File: src/hdl/mcwrl_pkg.sv
// Shared constants, state encoding and control structs for the window rate limiter.
package mcwrl_pkg;

    // Default sizing handed to the top-level parameters
    localparam int DEF_CORE_CNT   = 8;
    localparam int DEF_RING_DEPTH = 16;
    localparam int DEF_SLOT_US    = 100;

    // Fixed field widths
    localparam int NOW_W      = 32;
    localparam int CORE_FLD_W = 3;
    localparam int LEN_W      = 16;
    localparam int ACT_W      = 4;
    localparam int CNT_W      = 32;
    localparam int CFG_ADDR_W = 3;
    localparam int CFG_DATA_W = 32;

    // Register reset values
    localparam logic [ACT_W-1:0] RST_ACTIVE_CORES = 4'd8;
    localparam logic [CNT_W-1:0] RST_LIMIT_BYTES  = 32'd2684355;

    // Register select, taken from paddr bit 2
    localparam logic REG_ACTIVE_CORES = 1'b0;
    localparam logic REG_LIMIT_BYTES  = 1'b1;

    typedef enum logic [2:0] {
        S_IDLE,
        S_WALK,
        S_SEND,
        S_WAIT,
        S_DECIDE
    } t_state;

    // Controller to datapath
    typedef struct packed {
        logic start;      // latch the accepted request
        logic issue;      // push one core into the slot pipeline
        logic issue_snd;  // the pushed entry is the sender lookup
        logic commit;     // decide, count and load the result
    } t_cmd;

    // Datapath to controller
    typedef struct packed {
        logic bad_sender; // request names a core that does not exist
        logic snd_done;   // sender lookup has reached the last stage
    } t_stat;

endpackage

File: src/hdl/mcwrl_ctrl.sv
// Controller state machine: sequences the core walk, the sender lookup and the decision.
module mcwrl_ctrl
    import mcwrl_pkg::*;
#(
    parameter int CORE_CNT = DEF_CORE_CNT,
    localparam int CORE_W = (CORE_CNT > 1) ? $clog2(CORE_CNT) : 1,
    localparam int WALK_W = $clog2(CORE_CNT + 1)
) (
    input  logic              i_clk,
    input  logic              i_rst_n,
    input  logic              i_in_valid,
    output logic              o_in_stall,
    input  logic [ACT_W-1:0]  i_active_cores,
    output logic              o_out_valid,
    input  logic              i_out_stall,
    output t_cmd              o_cmd,
    output logic [CORE_W-1:0] o_core,
    input  t_stat             i_stat
);

    t_state              r_state, n_state;
    logic [CORE_W-1:0]   r_core, n_core;
    logic [WALK_W-1:0]   r_walk, n_walk;
    logic                r_out_vld, n_out_vld;
    logic [WALK_W-1:0]   w_walk_in;
    logic                w_accept;
    logic                w_last;
    logic                w_out_free;
    logic                w_out_take;

    // Clamp the active core count to the cores that exist
    always_comb begin
        if ({3'b000, i_active_cores} > 7'(CORE_CNT)) begin
            w_walk_in = WALK_W'(CORE_CNT);
        end else begin
            w_walk_in = WALK_W'(i_active_cores);
        end
    end

    assign w_accept   = i_in_valid && (r_state == S_IDLE);
    assign w_last     = (WALK_W'(r_core) + WALK_W'(1)) == r_walk;
    assign w_out_take = r_out_vld && !i_out_stall;
    assign w_out_free = !r_out_vld || !i_out_stall;

    // Next state
    always_comb begin
        n_state = r_state;
        n_core  = r_core;
        n_walk  = r_walk;
        unique case (r_state)
            S_IDLE: begin
                if (w_accept) begin
                    n_walk = w_walk_in;
                    n_core = '0;
                    if (i_stat.bad_sender) begin
                        n_state = S_DECIDE;
                    end else if (w_walk_in == '0) begin
                        n_state = S_SEND;
                    end else begin
                        n_state = S_WALK;
                    end
                end
            end
            S_WALK: begin
                if (w_last) begin
                    n_state = S_SEND;
                end else begin
                    n_core = r_core + CORE_W'(1);
                end
            end
            S_SEND: begin
                n_state = S_WAIT;
            end
            S_WAIT: begin
                if (i_stat.snd_done) begin
                    n_state = S_DECIDE;
                end
            end
            S_DECIDE: begin
                if (w_out_free) begin
                    n_state = S_IDLE;
                end
            end
            default: begin
                n_state = S_IDLE;
            end
        endcase
    end

    // Outputs
    always_comb begin
        o_cmd      = '0;
        o_in_stall = 1'b1;
        unique case (r_state)
            S_IDLE: begin
                o_in_stall  = 1'b0;
                o_cmd.start = i_in_valid;
            end
            S_WALK: begin
                o_cmd.issue = 1'b1;
            end
            S_SEND: begin
                o_cmd.issue     = 1'b1;
                o_cmd.issue_snd = 1'b1;
            end
            S_WAIT: begin
                o_cmd = '0;
            end
            S_DECIDE: begin
                o_cmd.commit = w_out_free;
            end
            default: begin
                o_cmd = '0;
            end
        endcase
    end

    assign o_core = r_core;

    // Hold the result until the consumer takes it
    always_comb begin
        n_out_vld = r_out_vld;
        if (o_cmd.commit) begin
            n_out_vld = 1'b1;
        end else if (w_out_take) begin
            n_out_vld = 1'b0;
        end
    end

    assign o_out_valid = r_out_vld;

    always_ff @(posedge i_clk) begin
        if (!i_rst_n) begin
            r_state   <= S_IDLE;
            r_core    <= '0;
            r_walk    <= '0;
            r_out_vld <= 1'b0;
        end else begin
            r_state   <= n_state;
            r_core    <= n_core;
            r_walk    <= n_walk;
            r_out_vld <= n_out_vld;
        end
    end

    // The sender lookup only completes while the controller waits for it
    a_snd_done_in_wait: assert property (@(posedge i_clk) disable iff (!i_rst_n)
        i_stat.snd_done |-> (r_state == S_WAIT))
        else $error("sender lookup finished outside the wait state");

    // The walk never issues a core beyond the active count
    a_walk_in_range: assert property (@(posedge i_clk) disable iff (!i_rst_n)
        (r_state == S_WALK) |-> (WALK_W'(r_core) < r_walk))
        else $error("walk issued a core past the active count");

    // A request for a missing core skips the walk entirely
    a_bad_skips_walk: assert property (@(posedge i_clk) disable iff (!i_rst_n)
        (o_cmd.start && i_stat.bad_sender) |=> (r_state == S_DECIDE))
        else $error("request for a missing core entered the walk");

endmodule

File: config.mk
export PLATFORM = sky130hd
export DESIGN_NAME = mcwrl_ctrl
export DESIGN_NICKNAME = d
export VERILOG_FILES = /design/src/hdl/mcwrl_pkg.sv /design/src/hdl/mcwrl_ctrl.sv
export SDC_FILE = /design/constraint.sdc
export NUM_CORES = 1
export LEC_CHECK = 0
export ABC_AREA = 1
export ABC_CLOCK_PERIOD_IN_PS = 1500
export CORE_MARGIN = 5
export CORE_UTILIZATION = 45
export CTS_BUF_LIST = sky130_fd_sc_hd__clkbuf_2 sky130_fd_sc_hd__clkbuf_4 sky130_fd_sc_hd__clkbuf_8
export DETAILED_ROUTE_END_ITERATION = 10
export DONT_BUFFER_PORTS = 1
export PLACE_DENSITY = 0.69
export SLEW_MARGIN = 20
export SYNTH_ARGS = -nofsm -noshare
export SYNTH_HDL_FRONTEND = slang
export SYNTH_SLANG_ARGS = --single-unit
File: constraint.sdc
create_clock -name i_clk -period 1.5 [get_ports i_clk]
set_input_delay 0.15 -clock i_clk [delete_from_list [all_inputs] [get_ports i_clk]]
set_output_delay 0.15 -clock i_clk [all_outputs]
set_load 0.05 [all_outputs]
# == Word-level counts from Yosys, hierarchy flattened ==
# Cells that the tools add are included.
# op_classes
add_sub_neg,2
order_cmp,1
n_eq_ne,10
n_mux,18
n_reduce_logical,13
# ops
cell,n
$mux W3,7
$pmux W3 S5,1
$ne A2 B2 Y1 const B,5
$mux W1,7
$eq A3 B2 Y1 const B,2
$pmux W3 S2,1
$add A3 B1 Y4 const B,1
$eq A4 B4 Y1,1
$gt A4 B4 Y1 const B,1
$logic_not A4 Y1,1
$mux W4,1
$reduce_and A4 Y1,1
$reduce_bool A2 Y1,2
$add A3 B1 Y3 const B,1
$eq A3 B1 Y1 const B,1
$eq A3 B3 Y1 const B,1
$logic_not A3 Y1,1
$reduce_and A3 Y1,1
$logic_and A1 B1 Y1,2
$logic_not A1 Y1,2
$mux W2,1
$reduce_and A2 Y1,1
$reduce_or A2 Y1,1
$logic_or A1 B1 Y1,1
# word_totals
reg_bits,11
out_inout_bits,9
word_cells,48

# == Depth between registers and ports, before layout ==
# Gate-level depths: netlist (run 1).
# logic_depth
word_depth,7
mapped_depth,11
ltp_nobuf,11

# == Least setup slack after synthesis (run 1) ==
# Ideal clock, no wire load.
# synth_timing
kind,reg2reg
start,register r_core[0] (netlist: o_core[0])
end,register r_core[0] (netlist: o_core[0])
arrival_ns,1.691
slack_ns,-0.305
path_stages_with_launch,12
path_buffers,0
period_less_slack_ns,1.805
cell_sequence,dfxtp_1 > ha_1 > inv_1 > nand2_1 > nand2_1 > nor2_4 > nand3_4 > nand2_4 > nand2_4 > clkinv_2 > nor2_1 > nor2_1
# synth_via
elab_chain_cells,4
elab_cells_between_ends,7
# synth_rtl
item,line_no,text
from (decl),mcwrl_ctrl.sv:22,"logic [CORE_W-1:0] r_core, n_core;"
from (signal assigned),mcwrl_ctrl.sv:140,r_core <= n_core;
$add A3 B1 Y4,mcwrl_ctrl.sv:41,assign w_last = (WALK_W'(r_core) + WALK_W'(1)) == r_walk;
$eq A4 B4 Y1,mcwrl_ctrl.sv:41,
$ne A2 B2 Y1 (no line),--,
$reduce_and A3 Y1 (no line),--,
# Parallel ways exist; a longest one is shown, timed or not. The select of a mux whose other input is x is not followed.
# A chain may end at the register's enable or synchronous reset.

# == Final worst setup path (run 1) ==
# layout_timing
start,register r_core[0] (netlist: o_core[0])
end,register r_core[1] (netlist: o_core[1])
# The elaborated chain is that of the path after synthesis.

==> parameters.txt, run 1 <==
Parameter                              Value

Final layout
  Layout area overhead    29.0%
  Antenna fix cells    0
  Count of nets after finishing    134
  Share of the core filled with cells    0.621
  Final design area excluding fillers    957 um2
  Share of layout cells above drive strength 1    0.426

Run status
  Failing checks    hold timing
  Status    finished, violations left

Setup path
  Worst stage delay on the critical path    roughly 0.36 ns
  Start-to-end type of the worst setup path    reg2reg
  List of cells traversed by the critical path    ha_4 -> inv_2 -> nand2_2 -> nand2_2 -> nor2_4 -> nand3_4 -> nand2_4 -> nand2_4 -> o21ai_1 -> nor2_1
  Startpoint of the lowest-slack register-to-register path    o_core[0]
  Critical path's slowest cell    dfxtp_4
  CP endpoint kind    flip-flop
  CP arrival    1.61 ns
  Setup crit start kind    flip-flop
  Crit path launch    o_core[0]
  Data required time at the worst endpoint    1.65 ns
  Largest fanout of any net on the critical path    5

Power and ir drop
  Power spent charging and discharging nets    1.46 mW
  Internal power    1.18 mW
  Switching share of power    0.554
  Gate power share    0.712
  IR drop worst, VDD    roughly 1.4 mV
  Leak pwr    ~0.45 nW
  Clock network power share    0.081
  Total power density per cell area    2750 nW/um2
  Proportion of power drawn by flip-flops and latches    0.206

Global route
  Pin count of the biggest net entering global routing    8
  Combined global-route utilization of all metal layers    0.136
  Remaining global-route overflow    0
  First-pass GRT wire length    roughly 2800 um
  Number of global-route vias before repair    649
  Initial antenna violation count    0

Logic synthesis
  Flops & latches, synth    11
  Summed instance area of the synthesized netlist    742 um2
  Count of warnings emitted by yosys    0
  Post-synthesis cell count    110
  Synthesized area per cell    6.75 um2
  Synth Net Count    about 120
  Cell variety after synth    22
  Portion of the post-synthesis area used by sequential elements    0.297

Timing
  Total negative setup slack    0 ns
  Minimum period implied by the final worst setup slack    ~1.5 ns
  Actual transition at the worst max-transition pin    0.417 ns
  Final worst-path setup slack    roughly 0.043 ns
  Worst clock skew    0.00203 ns
  Final count of negative-setup-slack endpoints    0
  RSZ-0062 raised after global routing    yes
  Tightest slew margin relative to the limit    0.721
  Final period util    0.971
  Count of final max-slew check failures    0
  Fmax achieved    686 MHz
  Worst hold slack after final layout    -0.00402 ns
  Number of hold-slack violations in the final timing report    1

Floorplanning
  Overall die height    50.6 um
  Initial core utilization    0.481
  Area of the placeable core    1540 um2
  Die outline area    approximately 2600 um2
  Count of boundary I/O pins    19
  Num rows    14
  Overall die width    50.6 um

Placed design
  DP Worst Slack    -0.00502 ns
  Placed wire-length estimate after detailed placement    1360 um
  Global placement routability congestion    between 0.8 and 0.9
  Number of input and output port buffers inserted    0
  Post-detailed-placement cell area    828 um2

Drt
  Number of design-rule violations left by the first detailed-router iteration    10
  Detail-routed net length per standard cell    between 10 and 15 um
  Number of iterations in the first detailed-routing pass    4
  DR vias    about 700
  DR vias/cell    4.99
  Post-route DRC violation count    0
  Number of routed nets with antenna violations    0
  Wire length after detailed routing    1780 um

Flow run
  Max-cap check violation count    0

CTS
  Latest clock arrival within the worst-skew pair    0.26 ns
  TritonCTS sink count    11
  Total CTS buffers    3
  Maximum level of the CTS H-tree    1
  Maximum clock insertion buffer count    2
  Clock root cell    clkbuf_4
  CTS tree    done
  Reg clk slew, reported paths    ~0.07 ns

Worst hold path
  Worst hold path type    in2reg
  Critical hold path startpoint    i_rst_n
cells in the final DEF, fill, tap and decap left out, drive strengths merged:
cell / synthesis / routed
o22ai: 1 / 1
nand4: 3 / 3
clkbuf: 0 / 4
a21oi: 4 / 4
buf: 2 / 9
inv: 22 / 23
a211oi: 1 / 1
nand3: 10 / 10
nor2: 20 / 20
dfxtp: 11 / 11
a22oi: 3 / 3
o21ai: 5 / 5
dlygate4sd3: 0 / 1
ha: 1 / 1
nand2: 26 / 26
through the flow:
stage                     cells  total power [mW]
after floorplan             110              1.80
after detailed placement    132              2.15
after CTS                   136              2.37
after global placement      132              2.10
after global routing        138              2.83
final                       138              2.64
registers in the layout (all words and copies together) (netlist names):
register	cells
o_core	3
o_out_valid	1
r_state	3
r_walk	4
synth_stat cells:
library cell  instances  share of area
nand3_4               1          0.024
a22oi_1               3          0.030
dfxtp_1              11           0.30
nand4_1               3          0.025
inv_2                 6          0.030
clkinv_2              1         0.0067
nand2_1              19          0.096
buf_4                 2          0.020
o22ai_2               1          0.017
ha_1                  1          0.017
a211oi_1              1          0.010
o21ai_1               4          0.027
o21ai_0               1         0.0067
nor2_1               17          0.086
nand2_2               4          0.034
nor2_2                1         0.0084
nand2_4               3          0.046
nor2_4                2          0.030
nand3_2               3          0.040
inv_1                16          0.081
a21oi_1               4          0.027
nand3_1               6          0.040
worst max-delay path, delay by kind of cell, from the launching register on:
kind	cells	cell delay, ns
AOI/OAI and AO/OA	1	0.15
adders and majority gates	1	0.27
buffers and inverters	1	0.04
DFF	1	0.36
and+or+nand+nor	7	0.53
power groups by stage:
stage | registers, mW | clock network [mW] | logic, mW
after global routing | 0.557 | 0.232 | 2.04
after detailed placement | 0.517 | 0 | 1.63
after floorplan | 0.694 | 0 | 1.10
after global placement | 0.515 | 0 | 1.58
after CTS | 0.512 | 0.216 | 1.65
final | 0.544 | 0.214 | 1.88
routing by layer:
layer | part of all wire | GRT usage | routed length (um) | vias to the layer above
li1 | - | - | - | 367
met1 | 0.46 | 0.180 | 824 | 299
met2 | 0.46 | 0.213 | 823 | 19
met3 | 0.045 | 0.0207 | 79 | 4
met4 | 0.026 | 0.0681 | 47 | 0
met5 | 0 | 0 | 0 | -
cell type report:
cell class | count | area [um2]
inverters | 23 | 88.8
repair buffers | 10 | 106
clock buffers | 4 | 30.0
fillers | 149 | 584
well taps | 16 | 20.0
multi-input cells | 74 | 483
flip-flops and latches | 11 | 229
logic make-up after synthesis:
family	Yosys count	share of synthesized area
adders and majority gates	1	0.0169
buffers and inverters	25	0.138
and+or+nand+nor	59	0.430
DFF	11	0.297
AOI/OAI and AO/OA	14	0.118
timing repair:
action                     4_1_cts  5_1_grt
hold buffers                     0        1
pin swaps                        0        9
setup endpoints to repair        1        7
hold endpoints to repair         0        1
gates resized for setup          1       21
buffers inserted                 0        1
path summary, 6_finish.rpt:
path / cells after the start / to / slack, ns
hold / removal: 2 / o_core[2] / -0.004
setup reg to reg: 10 / o_core[1] / 0.04
hold reg to reg: 2 / o_out_valid / 0.48
setup / recovery: 10 / o_core[1] / 0.04
Power figures use the tool's default switching activity.
==> run 2, diff against run 1 <==
--- a/config.mk
+++ b/config.mk
@@ -5,7 +5,6 @@
 export SDC_FILE = /design/constraint.sdc
 export NUM_CORES = 1
 export LEC_CHECK = 0
-export ABC_AREA = 1
 export ABC_CLOCK_PERIOD_IN_PS = 1500
 export CORE_MARGIN = 5
 export CORE_UTILIZATION = 45
==> run 2 against run 1 <==
Against the previous run: the run ends with setup timing left; synthesized cell count decreased by 26%; clock skew about the same; register-to-register slack worse by 0.05 ns; design area is 2.4% higher; synthesized area decreased by 4.2%; fmax fell by 3.5%; sequential cell count unchanged; via count fell by 5.8%; largest cell class unchanged; largest power group unchanged; highest routed layer unchanged.
==> parameters.txt, run 2 <==
Parameter                              Value

Logic synthesis
  Summed instance area of the synthesized netlist    711 um2
  Portion of the post-synthesis area used by sequential elements    0.310
  Post-synthesis cell count    just over 80
  Number of enable-type register cells in the synthesized netlist    0
  Synthesized area per cell    about 8.8 um2
  Synth Net Count    92
  Cell accounting for the most synthesized area    dfxtp_1
  Flops & latches, synth    11
  Ys flop type    dfxtp_1
  Leading cell types by count after synthesis    nand2_1, dfxtp_1, nand2b_1, nand3b_1
  Count of warnings emitted by yosys    0
  Async SR Flop Fraction    0
  Cell types with the largest area share after synthesis    dfxtp_1, nand2_1, mux2i_1
  Cell variety after synth    34
  Synth top area share    0.310
  Most frequent cell after synthesis    nand2_1

Global route
  Number of global-route vias before repair    661
  Pin count of the biggest net entering global routing    16
  Remaining global-route overflow    0
  Combined global-route utilization of all metal layers    0.143
  Initial antenna violation count    0
  First-pass GRT wire length    2840 um

Placed design
  Placed wire-length estimate after detailed placement    1280 um
  Number of input and output port buffers inserted    0
  DP Worst Slack    -0.0173 ns
  Global placement routability congestion    0.708
  Post-detailed-placement cell area    between 800 and 900 um2
  # placed instances    108

Final layout
  Final design area excluding fillers    980 um2
  Number of flip-flops under the largest register name    4
  Multi-input gate area in the final layout    515 um2
  Count of nets after finishing    112
  Share of the core filled with cells    0.650
  Share of layout cells above drive strength 1    0.410
  Most common cell after layout, fill and taps aside    buf_4
  Total of fill cells in the finished design    122
  Most frequent cells in the layout    buf_4, nand2_1, dfxtp_1
  Antenna fix cells    0
  Area taken by flip-flops and latches    233 um2
  Layout area overhead    37.9%
  Cell Count, Final, Fillers Out    roughly 120
  Top reg by flops    r_walk

Timing
  RSZ-0062 raised after global routing    yes
  Actual transition at the worst max-transition pin    ~0.47 ns
  Final count of negative-setup-slack endpoints    1
  Worst clock skew    roughly 0.0022 ns
  Tightest slew margin relative to the limit    0.687
  Final worst-path setup slack    -0.0101 ns
  Total negative setup slack    -0.0101 ns
  Final period util    1.01
  Worst hold slack after final layout    0.0182 ns
  Number of hold-slack violations in the final timing report    0
  Fmax achieved    662 MHz
  Minimum period implied by the final worst setup slack    1.51 ns
  Count of final max-slew check failures    0

Drt
  Post-route DRC violation count    0
  Number of iterations in the first detailed-routing pass    4
  DR vias/cell    5.59
  DR vias    649
  Wire length after detailed routing    1680 um
  Number of routed nets with antenna violations    0
  Number of design-rule violations left by the first detailed-router iteration    14
  Detail-routed net length per standard cell    14.5 um

Power and ir drop
  Power spent charging and discharging nets    approximately 1 mW
  Clock network power share    0.098
  Gate power share    0.697
  IR drop worst, VDD    1.18 mV
  Switching share of power    0.471
  Total power density per cell area    2200 nW/um2
  Total Power    2.16 mW
  Internal power    1.14 mW
  Proportion of power drawn by flip-flops and latches    0.205
  Leak pwr    0.405 nW

CTS
  Latest clock arrival within the worst-skew pair    ~0.26 ns
  CTS tree    done
  Reg clk slew, reported paths    roughly 0.070 ns
  Clock root cell    clkbuf_4
  Maximum clock insertion buffer count    2
  Total CTS buffers    3
  TritonCTS sink count    11
  Maximum level of the CTS H-tree    1

Setup path
  Worst stage delay on the critical path    roughly 0.36 ns
  Data required time at the worst endpoint    about 1.7 ns
  Critical path's slowest cell    dfxtp_4
  Setup crit start kind    flip-flop
  CP arrival    1.66 ns
  List of cells traversed by the critical path    ha_4 -> xor2_2 -> a211oi_4 -> buf_4 -> a31oi_2 -> mux2i_1
  Largest fanout of any net on the critical path    3
  CP endpoint kind    flip-flop
  Start-to-end type of the worst setup path    reg2reg

Floorplanning
  Count of boundary I/O pins    19
  Overall die height    49.7 um
  Initial core utilization    0.472
  Area of the placeable core    1510 um2
  Num rows    14
  Overall die width    49.7 um
  Die outline area    2470 um2

Worst hold path
  Worst hold path type    in2reg

Run status
  Failing checks    setup timing
  Status    finished, violations left

Flow run
  Max-cap check violation count    0
## run 2: kinds of logic after synthesis
family,count (synthesis),share of synthesized area
xor+xnor,2,0.0458
simple gates,37,0.305
mux,4,0.0563
buf+inv,6,0.0422
flops,11,0.310
compound gates,20,0.224
fa+ha+maj,1,0.0176
## run 2: final timing paths
path	start	end	slack, ns	cells after the start
setup / recovery	o_core[0]	r_state[0]	-0.01	6
hold / removal	i_rst_n	r_state[1]	0.02	2
setup reg to reg	o_core[0]	r_state[0]	-0.01	6
hold reg to reg	r_walk[2]	r_walk[2]	0.47	2
## run 2: final cells by class
class / count / area share
Multi-Input combinational cell: 64 / 0.526
Sequential cell: 11 / 0.238
Tap cell: 16 / 0.0204
Clock buffer: 4 / 0.0307
Inverter: 3 / 0.0115
Timing Repair Buffer: 18 / 0.174
## run 2: power by group through the flow
| stage | Combinational, mW | Clock (mW) | Sequential (mW) |
|---|---|---|---|
| after floorplan | 0.840 | 0 | 0.517 |
| after global placement | 1.32 | 0 | 0.430 |
| after detailed placement | 1.33 | 0 | 0.434 |
| after CTS | 1.41 | 0.222 | 0.437 |
| after global routing | 1.60 | 0.240 | 0.451 |
| final | 1.50 | 0.211 | 0.442 |
## run 2: routing by layer
metal  routed length, um  track usage  vias to the layer above  part of all wire
li1                    -            -                      330                 -
met1                 680        0.171                      303              0.41
met2                 879        0.242                       14              0.52
met3                 109       0.0301                        2             0.065
met4                   8       0.0655                        0            0.0048
met5                   0            0                        -                 0
## run 2: repair_timing
item | 4_1_cts | 5_1_grt
pin swaps | 1 | 2
endpoints found under the setup margin | 6 | 7
hold buffers | 1 | 0
buffers inserted | 1 | 2
resized for setup | 5 | 7
hold endpoints to repair | 1 | 0
## run 2: worst max-delay path: cells and delay by family (launching register included)
family                   cells  cell delay [ns]
AO/OA/AOI/OAI                2             0.35
XOR/XNOR                     1             0.16
adder cells (fa/ha/maj)      1             0.24
buffers and inverters        1             0.16
flip-flops                   1             0.36
multiplexers                 1             0.12
